**src/rtl/core/jssf_pkg.sv**
```systemverilog
// ----------------------------------------------------------------------------
// jssf_pkg
// Types, codes and defaults shared by the JSON symbol status filter.
// ----------------------------------------------------------------------------
package jssf_pkg;

  // default bound on the skip nesting counter
  localparam int unsigned JSSF_MAX_SKIP_DEPTH = 255;

  // token kinds from the tokenizer
  typedef logic [3:0] token_kind_t;
  localparam token_kind_t TK_OBJ_START = 4'd0;
  localparam token_kind_t TK_OBJ_END   = 4'd1;
  localparam token_kind_t TK_ARR_START = 4'd2;
  localparam token_kind_t TK_ARR_END   = 4'd3;
  localparam token_kind_t TK_STRING    = 4'd4;
  localparam token_kind_t TK_COLON     = 4'd5;
  localparam token_kind_t TK_COMMA     = 4'd6;
  localparam token_kind_t TK_SCALAR    = 4'd7;

  // pre-classified string values
  typedef logic [2:0] string_class_t;
  localparam string_class_t SC_OTHER    = 3'd0;
  localparam string_class_t SC_SYMBOLS  = 3'd1;
  localparam string_class_t SC_STATUS   = 3'd2;
  localparam string_class_t SC_PERMSETS = 3'd3;
  localparam string_class_t SC_TRADING  = 3'd4;
  localparam string_class_t SC_SPOT     = 3'd5;

  // class of the key whose value comes next
  typedef logic [1:0] key_class_t;
  localparam key_class_t KEY_OTHER    = 2'd0;
  localparam key_class_t KEY_SYMBOLS  = 2'd1;
  localparam key_class_t KEY_STATUS   = 2'd2;
  localparam key_class_t KEY_PERMSETS = 2'd3;

  // request operation
  localparam logic OP_TOKEN   = 1'b0;
  localparam logic OP_RESTART = 1'b1;

  // result outcome
  typedef logic [1:0] outcome_t;
  localparam outcome_t OUT_BUSY  = 2'd0;
  localparam outcome_t OUT_DONE  = 2'd1;
  localparam outcome_t OUT_ERROR = 2'd2;

  // grammar states
  typedef enum logic [17:0] {
    ST_ROOT_START  = 18'h00001,
    ST_ROOT_KEY    = 18'h00002,
    ST_ROOT_COLON  = 18'h00004,
    ST_ROOT_VALUE  = 18'h00008,
    ST_ROOT_SEP    = 18'h00010,
    ST_ROOT_SKIP   = 18'h00020,
    ST_SYM0_START  = 18'h00040,
    ST_SYM_KEY     = 18'h00080,
    ST_SYM_COLON   = 18'h00100,
    ST_SYM_VALUE   = 18'h00200,
    ST_SYM_SEP     = 18'h00400,
    ST_SYM_SKIP    = 18'h00800,
    ST_PSET_START  = 18'h01000,
    ST_PERM_STR    = 18'h02000,
    ST_PERM_SEP    = 18'h04000,
    ST_PSETS_SEP   = 18'h08000,
    ST_DONE        = 18'h10000,
    ST_ERROR       = 18'h20000
  } gstate_t;

  // one request as held in the input register
  typedef struct packed {
    logic          op;
    token_kind_t   token_kind;
    string_class_t string_class;
  } jssf_item_t;

  // one result
  typedef struct packed {
    outcome_t outcome;
    logic     trading_status;
    logic     spot_allowed;
  } jssf_result_t;

endpackage

```
**src/rtl/core/jssf_if.sv**
```systemverilog
// ----------------------------------------------------------------------------
// jssf_in_if / jssf_out_if
// Valid/ready channels for token requests and filter results.
// ----------------------------------------------------------------------------
interface jssf_in_if;
  import jssf_pkg::*;

  logic          valid;
  logic          ready;
  logic          op;
  token_kind_t   token_kind;
  string_class_t string_class;

  modport source (output valid, output op, output token_kind, output string_class,
                  input ready);
  modport sink   (input valid, input op, input token_kind, input string_class,
                  output ready);
endinterface

interface jssf_out_if;
  import jssf_pkg::*;

  logic     valid;
  logic     ready;
  outcome_t outcome;
  logic     trading_status;
  logic     spot_allowed;

  modport source (output valid, output outcome, output trading_status,
                  output spot_allowed, input ready);
  modport sink   (input valid, input outcome, input trading_status,
                  input spot_allowed, output ready);
endinterface

```
**src/rtl/core/jssf_in_stage.sv**
```systemverilog
// ----------------------------------------------------------------------------
// jssf_in_stage
// Input register: captures one request a cycle while the next stage moves on.
// ----------------------------------------------------------------------------
module jssf_in_stage (
  input  logic                clk,
  input  logic                rst_n,
  jssf_in_if.sink             in_ch,
  input  logic                take,
  output logic                s1_valid,
  output jssf_pkg::jssf_item_t s1_item
);
  import jssf_pkg::*;

  logic       valid_r;
  logic       valid_nxt;
  jssf_item_t item_r;
  logic       load;

  // free when empty or when the held request moves on this cycle
  assign in_ch.ready = !valid_r || take;
  assign load        = in_ch.valid && in_ch.ready;

  always_comb begin
    valid_nxt = valid_r;
    if (load) begin
      valid_nxt = 1'b1;
    end else if (take) begin
      valid_nxt = 1'b0;
    end
  end

  // control
  always_ff @(posedge clk) begin
    if (!rst_n) begin
      valid_r <= 1'b0;
    end else begin
      valid_r <= valid_nxt;
    end
  end

  // payload
  always_ff @(posedge clk) begin
    if (load) begin
      item_r <= '{op: in_ch.op, token_kind: in_ch.token_kind,
                  string_class: in_ch.string_class};
    end
  end

  assign s1_valid = valid_r;
  assign s1_item  = item_r;
endmodule

```
**src/rtl/core/jssf_grammar.sv**
```systemverilog
// ----------------------------------------------------------------------------
// jssf_grammar
// Grammar state machine, skip counter and sticky flags; one token a step.
// ----------------------------------------------------------------------------
module jssf_grammar #(
  parameter int unsigned MAX_SKIP_DEPTH = jssf_pkg::JSSF_MAX_SKIP_DEPTH
) (
  input  logic                   clk,
  input  logic                   rst_n,
  input  logic                   fire,
  input  jssf_pkg::jssf_item_t   item,
  output jssf_pkg::jssf_result_t result
);
  import jssf_pkg::*;

  localparam int unsigned SKIP_W = $clog2(MAX_SKIP_DEPTH + 1);
  localparam logic [SKIP_W-1:0] SKIP_MAX = SKIP_W'(MAX_SKIP_DEPTH);
  localparam logic [SKIP_W-1:0] SKIP_ONE = SKIP_W'(1);

  gstate_t           st_r,      st_nxt;
  key_class_t        key_r,     key_nxt;
  logic [SKIP_W-1:0] skip_r,    skip_nxt;
  logic              status_r,  status_nxt;
  logic              trading_r, trading_nxt;
  logic              spot_r,    spot_nxt;

  token_kind_t       tk;
  string_class_t     sc;
  logic              opener;
  logic              closer;
  logic [SKIP_W-1:0] first_cnt;
  logic              first_done;
  logic [SKIP_W-1:0] cont_cnt;
  logic              cont_ovf;
  logic              cont_done;
  gstate_t           close_st;

  assign tk = item.token_kind;
  assign sc = item.string_class;

  // skip counter: first token of a skipped value, and tokens inside it
  assign opener     = (tk == TK_OBJ_START) || (tk == TK_ARR_START);
  assign closer     = (tk == TK_OBJ_END) || (tk == TK_ARR_END);
  assign first_cnt  = opener ? SKIP_ONE : '0;
  assign first_done = !opener;
  assign cont_ovf   = opener && (skip_r >= SKIP_MAX);

  always_comb begin
    cont_cnt = skip_r;
    if (opener && !cont_ovf) begin
      cont_cnt = skip_r + SKIP_ONE;
    end else if (closer && (skip_r != '0)) begin
      cont_cnt = skip_r - SKIP_ONE;
    end
  end

  assign cont_done = (cont_cnt == '0);

  // symbol object end is only good once a status was seen
  assign close_st = status_r ? ST_DONE : ST_ERROR;

  // next state
  always_comb begin
    st_nxt      = st_r;
    key_nxt     = key_r;
    skip_nxt    = skip_r;
    status_nxt  = status_r;
    trading_nxt = trading_r;
    spot_nxt    = spot_r;
    if (item.op == OP_RESTART) begin
      st_nxt      = ST_ROOT_START;
      key_nxt     = KEY_OTHER;
      skip_nxt    = '0;
      status_nxt  = 1'b0;
      trading_nxt = 1'b0;
      spot_nxt    = 1'b0;
    end else if ((st_r != ST_DONE) && (st_r != ST_ERROR)) begin
      if (tk > TK_SCALAR) begin
        st_nxt = ST_ERROR;
      end else begin
        unique case (st_r)
          ST_ROOT_START: begin
            st_nxt = (tk == TK_OBJ_START) ? ST_ROOT_KEY : ST_ERROR;
          end
          ST_ROOT_KEY: begin
            if (tk != TK_STRING) begin
              st_nxt = ST_ERROR;
            end else begin
              key_nxt = (sc == SC_SYMBOLS) ? KEY_SYMBOLS : KEY_OTHER;
              st_nxt  = ST_ROOT_COLON;
            end
          end
          ST_ROOT_COLON: begin
            st_nxt = (tk == TK_COLON) ? ST_ROOT_VALUE : ST_ERROR;
          end
          ST_ROOT_VALUE: begin
            if (key_r == KEY_SYMBOLS) begin
              st_nxt = (tk == TK_ARR_START) ? ST_SYM0_START : ST_ERROR;
            end else begin
              skip_nxt = first_cnt;
              st_nxt   = first_done ? ST_ROOT_SEP : ST_ROOT_SKIP;
            end
          end
          ST_ROOT_SEP: begin
            st_nxt = (tk == TK_COMMA) ? ST_ROOT_KEY : ST_ERROR;
          end
          ST_ROOT_SKIP: begin
            skip_nxt = cont_cnt;
            st_nxt   = cont_ovf ? ST_ERROR : (cont_done ? ST_ROOT_SEP : ST_ROOT_SKIP);
          end
          ST_SYM0_START: begin
            st_nxt = (tk == TK_OBJ_START) ? ST_SYM_KEY : ST_ERROR;
          end
          ST_SYM_KEY: begin
            if (tk == TK_OBJ_END) begin
              st_nxt = close_st;
            end else if (tk != TK_STRING) begin
              st_nxt = ST_ERROR;
            end else begin
              key_nxt = (sc == SC_STATUS)   ? KEY_STATUS :
                        (sc == SC_PERMSETS) ? KEY_PERMSETS : KEY_OTHER;
              st_nxt  = ST_SYM_COLON;
            end
          end
          ST_SYM_COLON: begin
            st_nxt = (tk == TK_COLON) ? ST_SYM_VALUE : ST_ERROR;
          end
          ST_SYM_VALUE: begin
            if (key_r == KEY_STATUS) begin
              if (tk != TK_STRING) begin
                st_nxt = ST_ERROR;
              end else begin
                trading_nxt = (sc == SC_TRADING);
                status_nxt  = 1'b1;
                st_nxt      = ST_SYM_SEP;
              end
            end else if (key_r == KEY_PERMSETS) begin
              st_nxt = (tk == TK_ARR_START) ? ST_PSET_START : ST_ERROR;
            end else begin
              skip_nxt = first_cnt;
              st_nxt   = first_done ? ST_SYM_SEP : ST_SYM_SKIP;
            end
          end
          ST_SYM_SEP: begin
            if (tk == TK_COMMA) begin
              st_nxt = ST_SYM_KEY;
            end else if (tk == TK_OBJ_END) begin
              st_nxt = close_st;
            end else begin
              st_nxt = ST_ERROR;
            end
          end
          ST_SYM_SKIP: begin
            skip_nxt = cont_cnt;
            st_nxt   = cont_ovf ? ST_ERROR : (cont_done ? ST_SYM_SEP : ST_SYM_SKIP);
          end
          ST_PSET_START: begin
            if (tk == TK_ARR_END) begin
              st_nxt = ST_SYM_SEP;
            end else begin
              st_nxt = (tk == TK_ARR_START) ? ST_PERM_STR : ST_ERROR;
            end
          end
          ST_PERM_STR: begin
            if (tk == TK_ARR_END) begin
              st_nxt = ST_PSETS_SEP;
            end else if (tk != TK_STRING) begin
              st_nxt = ST_ERROR;
            end else begin
              if (sc == SC_SPOT) begin
                spot_nxt = 1'b1;
              end
              st_nxt = ST_PERM_SEP;
            end
          end
          ST_PERM_SEP: begin
            if (tk == TK_COMMA) begin
              st_nxt = ST_PERM_STR;
            end else if (tk == TK_ARR_END) begin
              st_nxt = ST_PSETS_SEP;
            end else begin
              st_nxt = ST_ERROR;
            end
          end
          ST_PSETS_SEP: begin
            if (tk == TK_COMMA) begin
              st_nxt = ST_PSET_START;
            end else if (tk == TK_ARR_END) begin
              st_nxt = ST_SYM_SEP;
            end else begin
              st_nxt = ST_ERROR;
            end
          end
          ST_DONE, ST_ERROR: begin
            st_nxt = st_r;
          end
          default: begin
            st_nxt = ST_ERROR;
          end
        endcase
      end
    end
  end

  // state registers, advanced once per request
  always_ff @(posedge clk) begin
    if (!rst_n) begin
      st_r      <= ST_ROOT_START;
      key_r     <= KEY_OTHER;
      skip_r    <= '0;
      status_r  <= 1'b0;
      trading_r <= 1'b0;
      spot_r    <= 1'b0;
    end else if (fire) begin
      st_r      <= st_nxt;
      key_r     <= key_nxt;
      skip_r    <= skip_nxt;
      status_r  <= status_nxt;
      trading_r <= trading_nxt;
      spot_r    <= spot_nxt;
    end
  end

  // result reflects the state after this token
  always_comb begin
    result.outcome = (st_nxt == ST_DONE)  ? OUT_DONE  :
                     (st_nxt == ST_ERROR) ? OUT_ERROR : OUT_BUSY;
    result.trading_status = trading_nxt;
    result.spot_allowed   = spot_nxt;
  end
endmodule

```
**src/rtl/core/jssf_out_stage.sv**
```systemverilog
// ----------------------------------------------------------------------------
// jssf_out_stage
// Result register: holds one result until the sink takes it.
// ----------------------------------------------------------------------------
module jssf_out_stage (
  input  logic                   clk,
  input  logic                   rst_n,
  input  logic                   s1_valid,
  input  jssf_pkg::jssf_result_t result,
  output logic                   take,
  output logic                   fire,
  jssf_out_if.source             out_ch
);
  import jssf_pkg::*;

  logic         valid_r;
  logic         valid_nxt;
  jssf_result_t result_r;

  // register is free when empty or drained this cycle
  assign take = !valid_r || out_ch.ready;
  assign fire = s1_valid && take;

  always_comb begin
    valid_nxt = valid_r;
    if (fire) begin
      valid_nxt = 1'b1;
    end else if (out_ch.ready) begin
      valid_nxt = 1'b0;
    end
  end

  // control
  always_ff @(posedge clk) begin
    if (!rst_n) begin
      valid_r <= 1'b0;
    end else begin
      valid_r <= valid_nxt;
    end
  end

  // payload
  always_ff @(posedge clk) begin
    if (fire) begin
      result_r <= result;
    end
  end

  assign out_ch.valid          = valid_r;
  assign out_ch.outcome        = result_r.outcome;
  assign out_ch.trading_status = result_r.trading_status;
  assign out_ch.spot_allowed   = result_r.spot_allowed;
endmodule

```
**src/rtl/core/json_symbol_status_filter.sv**
```systemverilog
// ----------------------------------------------------------------------------
// json_symbol_status_filter
// Token-level filter that finds the first symbol's status and spot permission.
// ----------------------------------------------------------------------------
// Takes one tokenizer request per clock and returns one result per request,
// in order. A request passes an input register, one grammar step and a result
// register, so its result is shown once the result register has taken it;
// a new request is accepted every cycle while the sink keeps up,
// and a result left waiting lets one more request into the input register
// before the input stalls. The rate is set by the single-step grammar update
// between those two registers. A result carries the outcome (in progress,
// done, parse error) and the sticky trading and spot flags as they stand
// after that request. Done and error hold until a restart request, which
// clears everything and answers in progress with both flags low. Values that
// are skipped may nest up to MAX_SKIP_DEPTH deep; one more level is an error.
module json_symbol_status_filter #(
  parameter int unsigned MAX_SKIP_DEPTH = jssf_pkg::JSSF_MAX_SKIP_DEPTH
) (
  input  logic       clk,
  input  logic       rst_n,
  jssf_in_if.sink    in_ch,
  jssf_out_if.source out_ch
);
  import jssf_pkg::*;

  logic         take;
  logic         fire;
  logic         s1_valid;
  jssf_item_t   s1_item;
  jssf_result_t result;

  // input register
  jssf_in_stage u_in (
    .clk      (clk),
    .rst_n    (rst_n),
    .in_ch    (in_ch),
    .take     (take),
    .s1_valid (s1_valid),
    .s1_item  (s1_item)
  );

  // grammar step
  jssf_grammar #(
    .MAX_SKIP_DEPTH (MAX_SKIP_DEPTH)
  ) u_grammar (
    .clk    (clk),
    .rst_n  (rst_n),
    .fire   (fire),
    .item   (s1_item),
    .result (result)
  );

  // result register
  jssf_out_stage u_out (
    .clk      (clk),
    .rst_n    (rst_n),
    .s1_valid (s1_valid),
    .result   (result),
    .take     (take),
    .fire     (fire),
    .out_ch   (out_ch)
  );
endmodule

```
**src/flat_wrapper.sv**
```systemverilog
// flat-port wrapper written by rule: the top's interface ports become plain ports
module json_symbol_status_filter_flat import jssf_pkg::*;
#(
  parameter int unsigned MAX_SKIP_DEPTH = jssf_pkg::JSSF_MAX_SKIP_DEPTH
)
  (clk, rst_n, in_ch_valid, in_ch_op, in_ch_token_kind, in_ch_string_class, in_ch_ready, out_ch_valid, out_ch_outcome, out_ch_trading_status, out_ch_spot_allowed, out_ch_ready);
  jssf_in_if in_ch_i ();
  jssf_out_if out_ch_i ();
  input  logic clk;
  input  logic rst_n;
  input wire logic [$bits(in_ch_i.valid)-1:0] in_ch_valid;
  input wire logic [$bits(in_ch_i.op)-1:0] in_ch_op;
  input wire logic [$bits(in_ch_i.token_kind)-1:0] in_ch_token_kind;
  input wire logic [$bits(in_ch_i.string_class)-1:0] in_ch_string_class;
  output wire logic [$bits(in_ch_i.ready)-1:0] in_ch_ready;
  output wire logic [$bits(out_ch_i.valid)-1:0] out_ch_valid;
  output wire logic [$bits(out_ch_i.outcome)-1:0] out_ch_outcome;
  output wire logic [$bits(out_ch_i.trading_status)-1:0] out_ch_trading_status;
  output wire logic [$bits(out_ch_i.spot_allowed)-1:0] out_ch_spot_allowed;
  input wire logic [$bits(out_ch_i.ready)-1:0] out_ch_ready;
  assign in_ch_i.valid = in_ch_valid;
  assign in_ch_i.op = in_ch_op;
  assign in_ch_i.token_kind = in_ch_token_kind;
  assign in_ch_i.string_class = in_ch_string_class;
  assign in_ch_ready = in_ch_i.ready;
  assign out_ch_valid = out_ch_i.valid;
  assign out_ch_outcome = out_ch_i.outcome;
  assign out_ch_trading_status = out_ch_i.trading_status;
  assign out_ch_spot_allowed = out_ch_i.spot_allowed;
  assign out_ch_i.ready = out_ch_ready;
  json_symbol_status_filter #(.MAX_SKIP_DEPTH(MAX_SKIP_DEPTH)) u_core (.clk(clk), .rst_n(rst_n), .in_ch(in_ch_i), .out_ch(out_ch_i));
endmodule
```
**config.mk**
```make
export PLATFORM = sky130hd
export DESIGN_NAME = json_symbol_status_filter_flat
export DESIGN_NICKNAME = d
export VERILOG_FILES = /design/src/rtl/core/jssf_pkg.sv /design/src/rtl/core/jssf_if.sv /design/src/rtl/core/jssf_in_stage.sv /design/src/rtl/core/jssf_grammar.sv /design/src/rtl/core/jssf_out_stage.sv /design/src/rtl/core/json_symbol_status_filter.sv /design/src/flat_wrapper.sv
export SDC_FILE = /design/constraint.sdc
export NUM_CORES = 1
export LEC_CHECK = 0
export BUFFER_PORTS_ARGS = -buffer_cell sky130_fd_sc_hd__buf_2
export CAP_MARGIN = 20
export CORE_UTILIZATION = 45
export CTS_CLUSTER_SIZE = 25
export DETAILED_ROUTE_END_ITERATION = 8
export GPL_TIMING_DRIVEN = 0
export HOLD_SLACK_MARGIN = 0.15
export PLACE_DENSITY = 0.65
export SLEW_MARGIN = 10
export SYNTH_ARGS = -nofsm -noshare
export SYNTH_HDL_FRONTEND = slang
export SYNTH_HIERARCHICAL = 1
export SYNTH_SLANG_ARGS = --single-unit
```
**constraint.sdc**
```tcl
create_clock -name clk -period 4.1 [get_ports clk]
set_input_delay 0.82 -clock clk [delete_from_list [all_inputs] [get_ports clk]]
set_output_delay 0.82 -clock clk [all_outputs]
set_load 0.01 [all_outputs]
```
== Yosys cells after proc, flatten, opt, wreduce, memory -nomap -nowiden ==
Index checks and enable logic that the tools add are counted.
Cells by class
  $add $sub $neg: 2
  reduce and logical (&&, ||, !) cells: 28
  multiplexer cells: 79
  equal/unequal tests: 44
  $lt $le $gt $ge: 2
Operator list (number)
  18-bit two-way mux: 30
  18-bit case mux with 17 select lines: 1
  8-bit two-way mux: 8
  18-bit by 17-bit == test with 1-bit output, second input constant: 2
  18-bit == test, second input constant: 2
  1-bit two-way mux: 25
  12-bit two-way mux: 2
  8-bit case mux with 3 select lines: 1
  18-bit by 1-bit == test with 1-bit output, second input constant: 1
  18-bit by 10-bit == test with 1-bit output, second input constant: 1
  18-bit by 11-bit == test with 1-bit output, second input constant: 1
  18-bit by 12-bit == test with 1-bit output, second input constant: 1
  18-bit by 13-bit == test with 1-bit output, second input constant: 1
  18-bit by 14-bit == test with 1-bit output, second input constant: 1
  18-bit by 15-bit == test with 1-bit output, second input constant: 1
  18-bit by 16-bit == test with 1-bit output, second input constant: 1
  18-bit by 2-bit == test with 1-bit output, second input constant: 1
  18-bit by 3-bit == test with 1-bit output, second input constant: 1
  18-bit by 4-bit == test with 1-bit output, second input constant: 1
  18-bit by 5-bit == test with 1-bit output, second input constant: 1
  18-bit by 6-bit == test with 1-bit output, second input constant: 1
  18-bit by 7-bit == test with 1-bit output, second input constant: 1
  18-bit by 8-bit == test with 1-bit output, second input constant: 1
  18-bit by 9-bit == test with 1-bit output, second input constant: 1
  other kinds (32): 68
Word-level totals
  input bits: 12
  bits in registers: 45
  output and inout bits: 6

== Logic depth before layout (Yosys ltp) ==
  depth after elaboration: 15
  depth in mapped cells: 10
  depth with buffers taken out: 9

== Cells and area by module ==
Netlist, hierarchy kept.
By module, submodules not included
  jssf_grammar: times used 1, cells an instance 383, area an instance 2778.9 um2, sequential area each 620.6 um2
  jssf_in_stage: times used 1, cells an instance 13, area an instance 297.8 um2, sequential area each 260.2 um2
  jssf_out_stage: times used 1, cells an instance 9, area an instance 177.7 um2, sequential area each 140.1 um2

== Worst setup path after synthesis ==
Ideal clock, no wire load.
  path kind: reg-to-reg
  start: register u_core.u_grammar.skip_r[0]
  end: register u_core.u_grammar.st_r[4]
  path buffers: 0
  setup time: 0.070 ns
  required time: 4.030 ns
  period minus slack after synthesis: 2.638 ns
  arrival time: 2.569 ns
  cell stages (with the launch flop): 9
  path slack: 1.462 ns
  path through: dfxtp_1 > ha_1 > nand3_1 > o21a_2 > a22o_1 > or4_4 > a211o_1 > or4b_1 > a21oi_1
On the way
  word-level cells in the longest chain between the ends: 12
  elaborated cells on any way between the ends: 18
Ends and longest elaborated chain
  start: declaration: line jssf_grammar.sv:22  | logic [SKIP_W-1:0] skip_r, skip_nxt;
  start signal: assignment: line jssf_grammar.sv:217  | skip_r <= skip_nxt;
  8-bit greater-or-equal comparator: line jssf_grammar.sv:46  | assign cont_ovf = opener && (skip_r >= SKIP_MAX);
  1-bit logical AND: line jssf_grammar.sv:46
  1-bit zero test: line jssf_grammar.sv:50  | if (opener && !cont_ovf) begin
  1-bit logical AND: line jssf_grammar.sv:50
  8-bit two-way mux: line jssf_grammar.sv:50
  8-bit zero test: line jssf_grammar.sv:57  | assign cont_done = (cont_cnt == '0);
  6-bit two-way mux: line jssf_grammar.sv:109  | st_nxt = cont_ovf ? ST_ERROR : (cont_done ? ST_ROOT_SEP : ST_ROOT_SKIP);
  18-bit two-way mux: line jssf_grammar.sv:109
  18-bit case mux with 17 select lines (*): line jssf_grammar.sv:81  | unique case (st_r)
  18-bit two-way mux (*): line jssf_grammar.sv:78  | if (tk > TK_SCALAR) begin
  18-bit two-way mux (*): line jssf_grammar.sv:77  | end else if ((st_r != ST_DONE) && (st_r != ST_ERROR)) begin
  18-bit two-way mux (*): line jssf_grammar.sv:70  | if (item.op == OP_RESTART) begin
  end signal: assignment: line jssf_grammar.sv:215  | st_r <= st_nxt;
  end: declaration: line jssf_grammar.sv:20  | gstate_t st_r, st_nxt;
Mark *: on every way between the ends. The rest lies on a longest branch, timed or not.
A chain may end at the register's enable or synchronous reset.

== Worst setup path after layout ==
  start: register u_core.u_grammar.st_r[12]
  end: register u_core.u_grammar.st_r[5]
On the way
  word-level cells in the longest chain between the ends: 6
  elaborated cells on any way between the ends: 26
Ends and longest elaborated chain (line)
  18-bit by 17-bit == test with 1-bit output / 18-bit == test (equally long branches): jssf_grammar.sv:81
  2-bit OR reduction: jssf_grammar.sv:81
  18-bit case mux with 17 select lines: jssf_grammar.sv:81
  18-bit two-way mux: jssf_grammar.sv:78
  18-bit two-way mux (*): jssf_grammar.sv:77
  18-bit two-way mux (*): jssf_grammar.sv:70
Marks and branches as above.

==> summary.md <==
| Metric | Value |
|---|---|
| Status | completed |
| Vias after detailed routing | 3,350 |
| Syn Nets | 419 |
| Slowest cell on the critical path | nor4_2 |
| Most numerous cell in the Yosys netlist | nor2_1 |
| CTS resizes | 0 |
| Initial antenna violation count | 0 |
| CP Max Fanout | 10 |
| Fill count | 690 |
| Final Max Slew Viols | 0 |
| Largest net degree at the start of global routing | 18 |
| Met3 routed WL | 901 µm |
| CTS max path bufs | 2 |
| Placed insts | 518 |
| CP bufs+invs | 1 |
| Hold buffers post-CTS | 0 |
| Starting density of the core | 0.471 |
| Worst slew pin tran | 0.905 ns |
| Max_cap viols | 0 |
| Seq/Total Area, Yosys | 0.314 |
| DP Area | 3460 µm² |
| Final core utilization | 0.515 |
| Area share of the largest cell type after synthesis | 0.203 |
| FP Rows | 30 |
| Static leakage power | 1.18 nW |
| Switch share | 0.294 |
| Routed WL per cell | 18.3 µm |
| Syn-to-layout area delta | 9.30% |
| Rel. slew slack | 0.391 |
| Worst EP required | 4.31 ns |
| Crit path max-delay family | simple AND/OR/NAND/NOR gates |
| FF-to-FF Start | u_core/u_grammar/st_r[12]$_SDFFE_PN0P_ |
| H-tree depth | 2 |
| Mapped Area | 3250 µm² |
| Setup crit start | u_core/u_grammar/st_r[12]$_SDFFE_PN0P_ |
| Share of cells above drive strength 1 | 0.137 |
| CTS tree | built |
| Die area | 7580 µm² |
| Final Hold Viols | 0 |
| Worst skew pair latency | 0.31 ns |
| Post-Route WL | 9640 µm |
| Setup TNS | 0 ns |
| # diodes | 0 |
| Peak VDD IR | 143 µV |
| Syn_area_per_cell | 8.04 µm² |
| Top Layer Used | met4 |
| Most used flip-flop cell after synthesis | dfxtp_1 |
| Internal power contribution | 0.000633 W |
| Wl on met1 | 4150 µm |
| Post-synth top cells | 43 x nor2_1, 33 x dfxtp_1, 27 x a21oi_1 |
| Antenna-violating nets left | 0 |
| Clock Skews | 0.00335 ns |
| Synth cell types | 74 |
| Nets | 443 |
| GRT Residual Overflow | 0 |
| Area leader, netlist | dfxtp_1 |
| First-pass GRT wire length | 15,700 µm |
| I/O pin cnt | 18 |
| Sw Pwr | 0.000264 W |
| Crit path top cell by count | nor4_1 |
| Total track usage | 0.272 |
| Flop2flop setup slack | 0.77 ns |
| Crit path launch type | flop |
| Iteration-0 DRC count of the detailed router | 435 |
| IO Port Bufs | 17 |
| Finished Layout Cells | 526 |
| Metal2 WL | 4270 µm |
| Comb power frac | 0.124 |
| Gpl congestion | 0.957 |
| Dpl hpwl | 7210 µm |
| Worst Setup End Kind | flop |
| Synth top area cells | dfxtp_1 20%, edfxtp_1 11%, nor2_1 5.0% |
| Chip width | 87.0 µm |
| Pre-antenna DRT Iters | 6 |
| Tmin final | 3.33 ns |
| Vias in the first global route | 3,027 |
| Unrepaired setup endpoints after global routing | false |
| Hold Startpoint | u_core/u_grammar/status_r$_SDFFE_PN0P_ |
| Vias/cell | 6.37 |
| Die height | 87.0 µm |
| CTS clk-pin slew, worst paths | 0.10 ns |
| Post-synth EDFFs | 12 |
| Critical Path, Cell by Cell | buf_2 -> nor4_1 -> nand3_1 -> nor4_2 -> nor4_1 -> a31oi_4 -> nand2_1 -> o41ai_1 |
| Part of the power in registers | 0.528 |
| Post-route cell area | 3560 µm² |
| Number of buffers created by CTS | 5 |
| CP arrival | 3.55 ns |
| Root buffer cell | clkbuf_8 |
| Async set-reset flop share out of synthesis | 0 |
| Worst Setup Path Type | reg2reg |
| Hold Crit Class | reg2reg |
| WHS | 0.489 ns |
| Worst path max stage delay | 0.69 ns |
| Gate Count Post-Synth | 405 |
| Crit share post-route | 0.813 |
| Ys Warns | 6 |
| Post-synthesis register bit count | 45 |
| Setup violations, final | 0 |
| Clk sinks | 45 |
| Clock Power Share | 0.348 |
| Core ar. | 6910 µm² |
| Pwr Density | 252 nW/µm² |
| Fmax | 0.300 GHz |
| Number of post-CTS setup repair buffers | 0 |
| DRC violations left | 0 |
per-stage QoR:
step,worst slack (ns),power [W]
2_1_floorplan,1.46,0.000555
3_3_place_gp,0.912,0.000592
3_5_place_dp,0.884,0.000592
4_1_cts,0.819,0.000903
5_1_grt,0.510,0.000937
6_report,0.766,0.000897
power groups by stage:
| stage | Clock, W | Sequential [W] | Combinational [W] |
|---|---|---|---|
| 6_report | 0.000312 | 0.000473 | 0.000111 |
| 5_1_grt | 0.000342 | 0.000475 | 0.000121 |
| 4_1_cts | 0.000321 | 0.000474 | 0.000108 |
| 3_5_place_dp | 0 | 0.000484 | 0.000108 |
| 3_3_place_gp | 0 | 0.000483 | 0.000109 |
| 2_1_floorplan | 0 | 0.000483 | 0.0000724 |
registers in the layout (all words and copies together) (netlist names):
signal and count:
u_core/u_grammar/st_r 18, u_core/u_grammar/skip_r 8, u_core/u_in/s1_item 8, u_core/u_grammar/key_r 2, u_core/u_out/out_ch.outcome 2, u_core/u_grammar/spot_r 1
u_core/u_grammar/status_r 1, u_core/u_grammar/trading_r 1, u_core/u_in/s1_valid 1, u_core/u_out/out_ch.spot_allowed 1, u_core/u_out/out_ch.trading_status 1, u_core/u_out/out_ch.valid 1
routing by layer:
| layer | global-route usage | up-vias |
|---|---|---|
| met3 | 0.0493 | 33 |
| met4 | 0.100 | 0 |
| met5 | 0 | - |
| li1 | - | 1588 |
| met1 | 0.382 | 1536 |
| met2 | 0.417 | 193 |
kinds of logic after synthesis:
| kind of cell | Yosys count | synth area share |
|---|---|---|
| DFF | 45 | 0.314 |
| and+or+nand+nor | 195 | 0.346 |
| xor gates and xnor gates | 11 | 0.0296 |
| adders and majority gates | 2 | 0.00769 |
| muxes | 6 | 0.0188 |
| buffers and inverters | 40 | 0.0557 |
| AOI/OAI and AO/OA | 106 | 0.228 |
placed cells by master, fill, tap and decap left out, types with 4 or more instances in the layout:
cell      count
nand4_1      12
a21o_1        4
or3_1         4
edfxtp_1     12
buf_2        24
mux2i_1       5
and3_1        4
o211ai_1      4
clkbuf_1     14
a31oi_1       5
o21ai_0      14
nor2_1       43
and4_1        4
a41oi_1       4
xnor2_1       8
nor3_1       11
o21ai_1       4
or4_1         5
a21oi_1      27
dfxtp_1      33
clkbuf_8      5
o41ai_1       7
nand3_1      23
nand2b_1     20
o22ai_1       4
nor4_1       13
nor3b_1       5
nand2_1      22
inv_1        15
nor4_2        5
final cells by class:
type,instances,area (µm²),share of cell area
Multi-Input combinational cell,320,2050,0.577
Sequential cell,45,1020,0.287
Timing Repair Buffer,17,85.1,0.0239
Clock buffer,5,68.8,0.0193
Inverter,15,56.3,0.0158
Buffer,25,125,0.0352
Clock inverter,3,28.8,0.00809
Tap cell,96,120,0.0338
final timing paths:
kind / cells past startpoint / endpoint
setup / recovery: 8 / u_core/u_grammar/st_r[5]$_SDFFE_PN0P_
hold / removal: 2 / u_core/u_grammar/status_r$_SDFFE_PN0P_
setup reg to reg: 8 / u_core/u_grammar/st_r[5]$_SDFFE_PN0P_
hold reg to reg: 2 / u_core/u_grammar/status_r$_SDFFE_PN0P_
worst reg2reg max path, cell delays in order, from the launching register on:
cell and delay [ns]:
dfxtp_1 0.31, buf_2 0.17, nor4_1 0.57, nand3_1 0.32
nor4_2 0.69, nor4_1 0.28, a31oi_4 0.46, nand2_1 0.14
o41ai_1 0.31
Note: power is estimated with default switching activity, not from simulation.
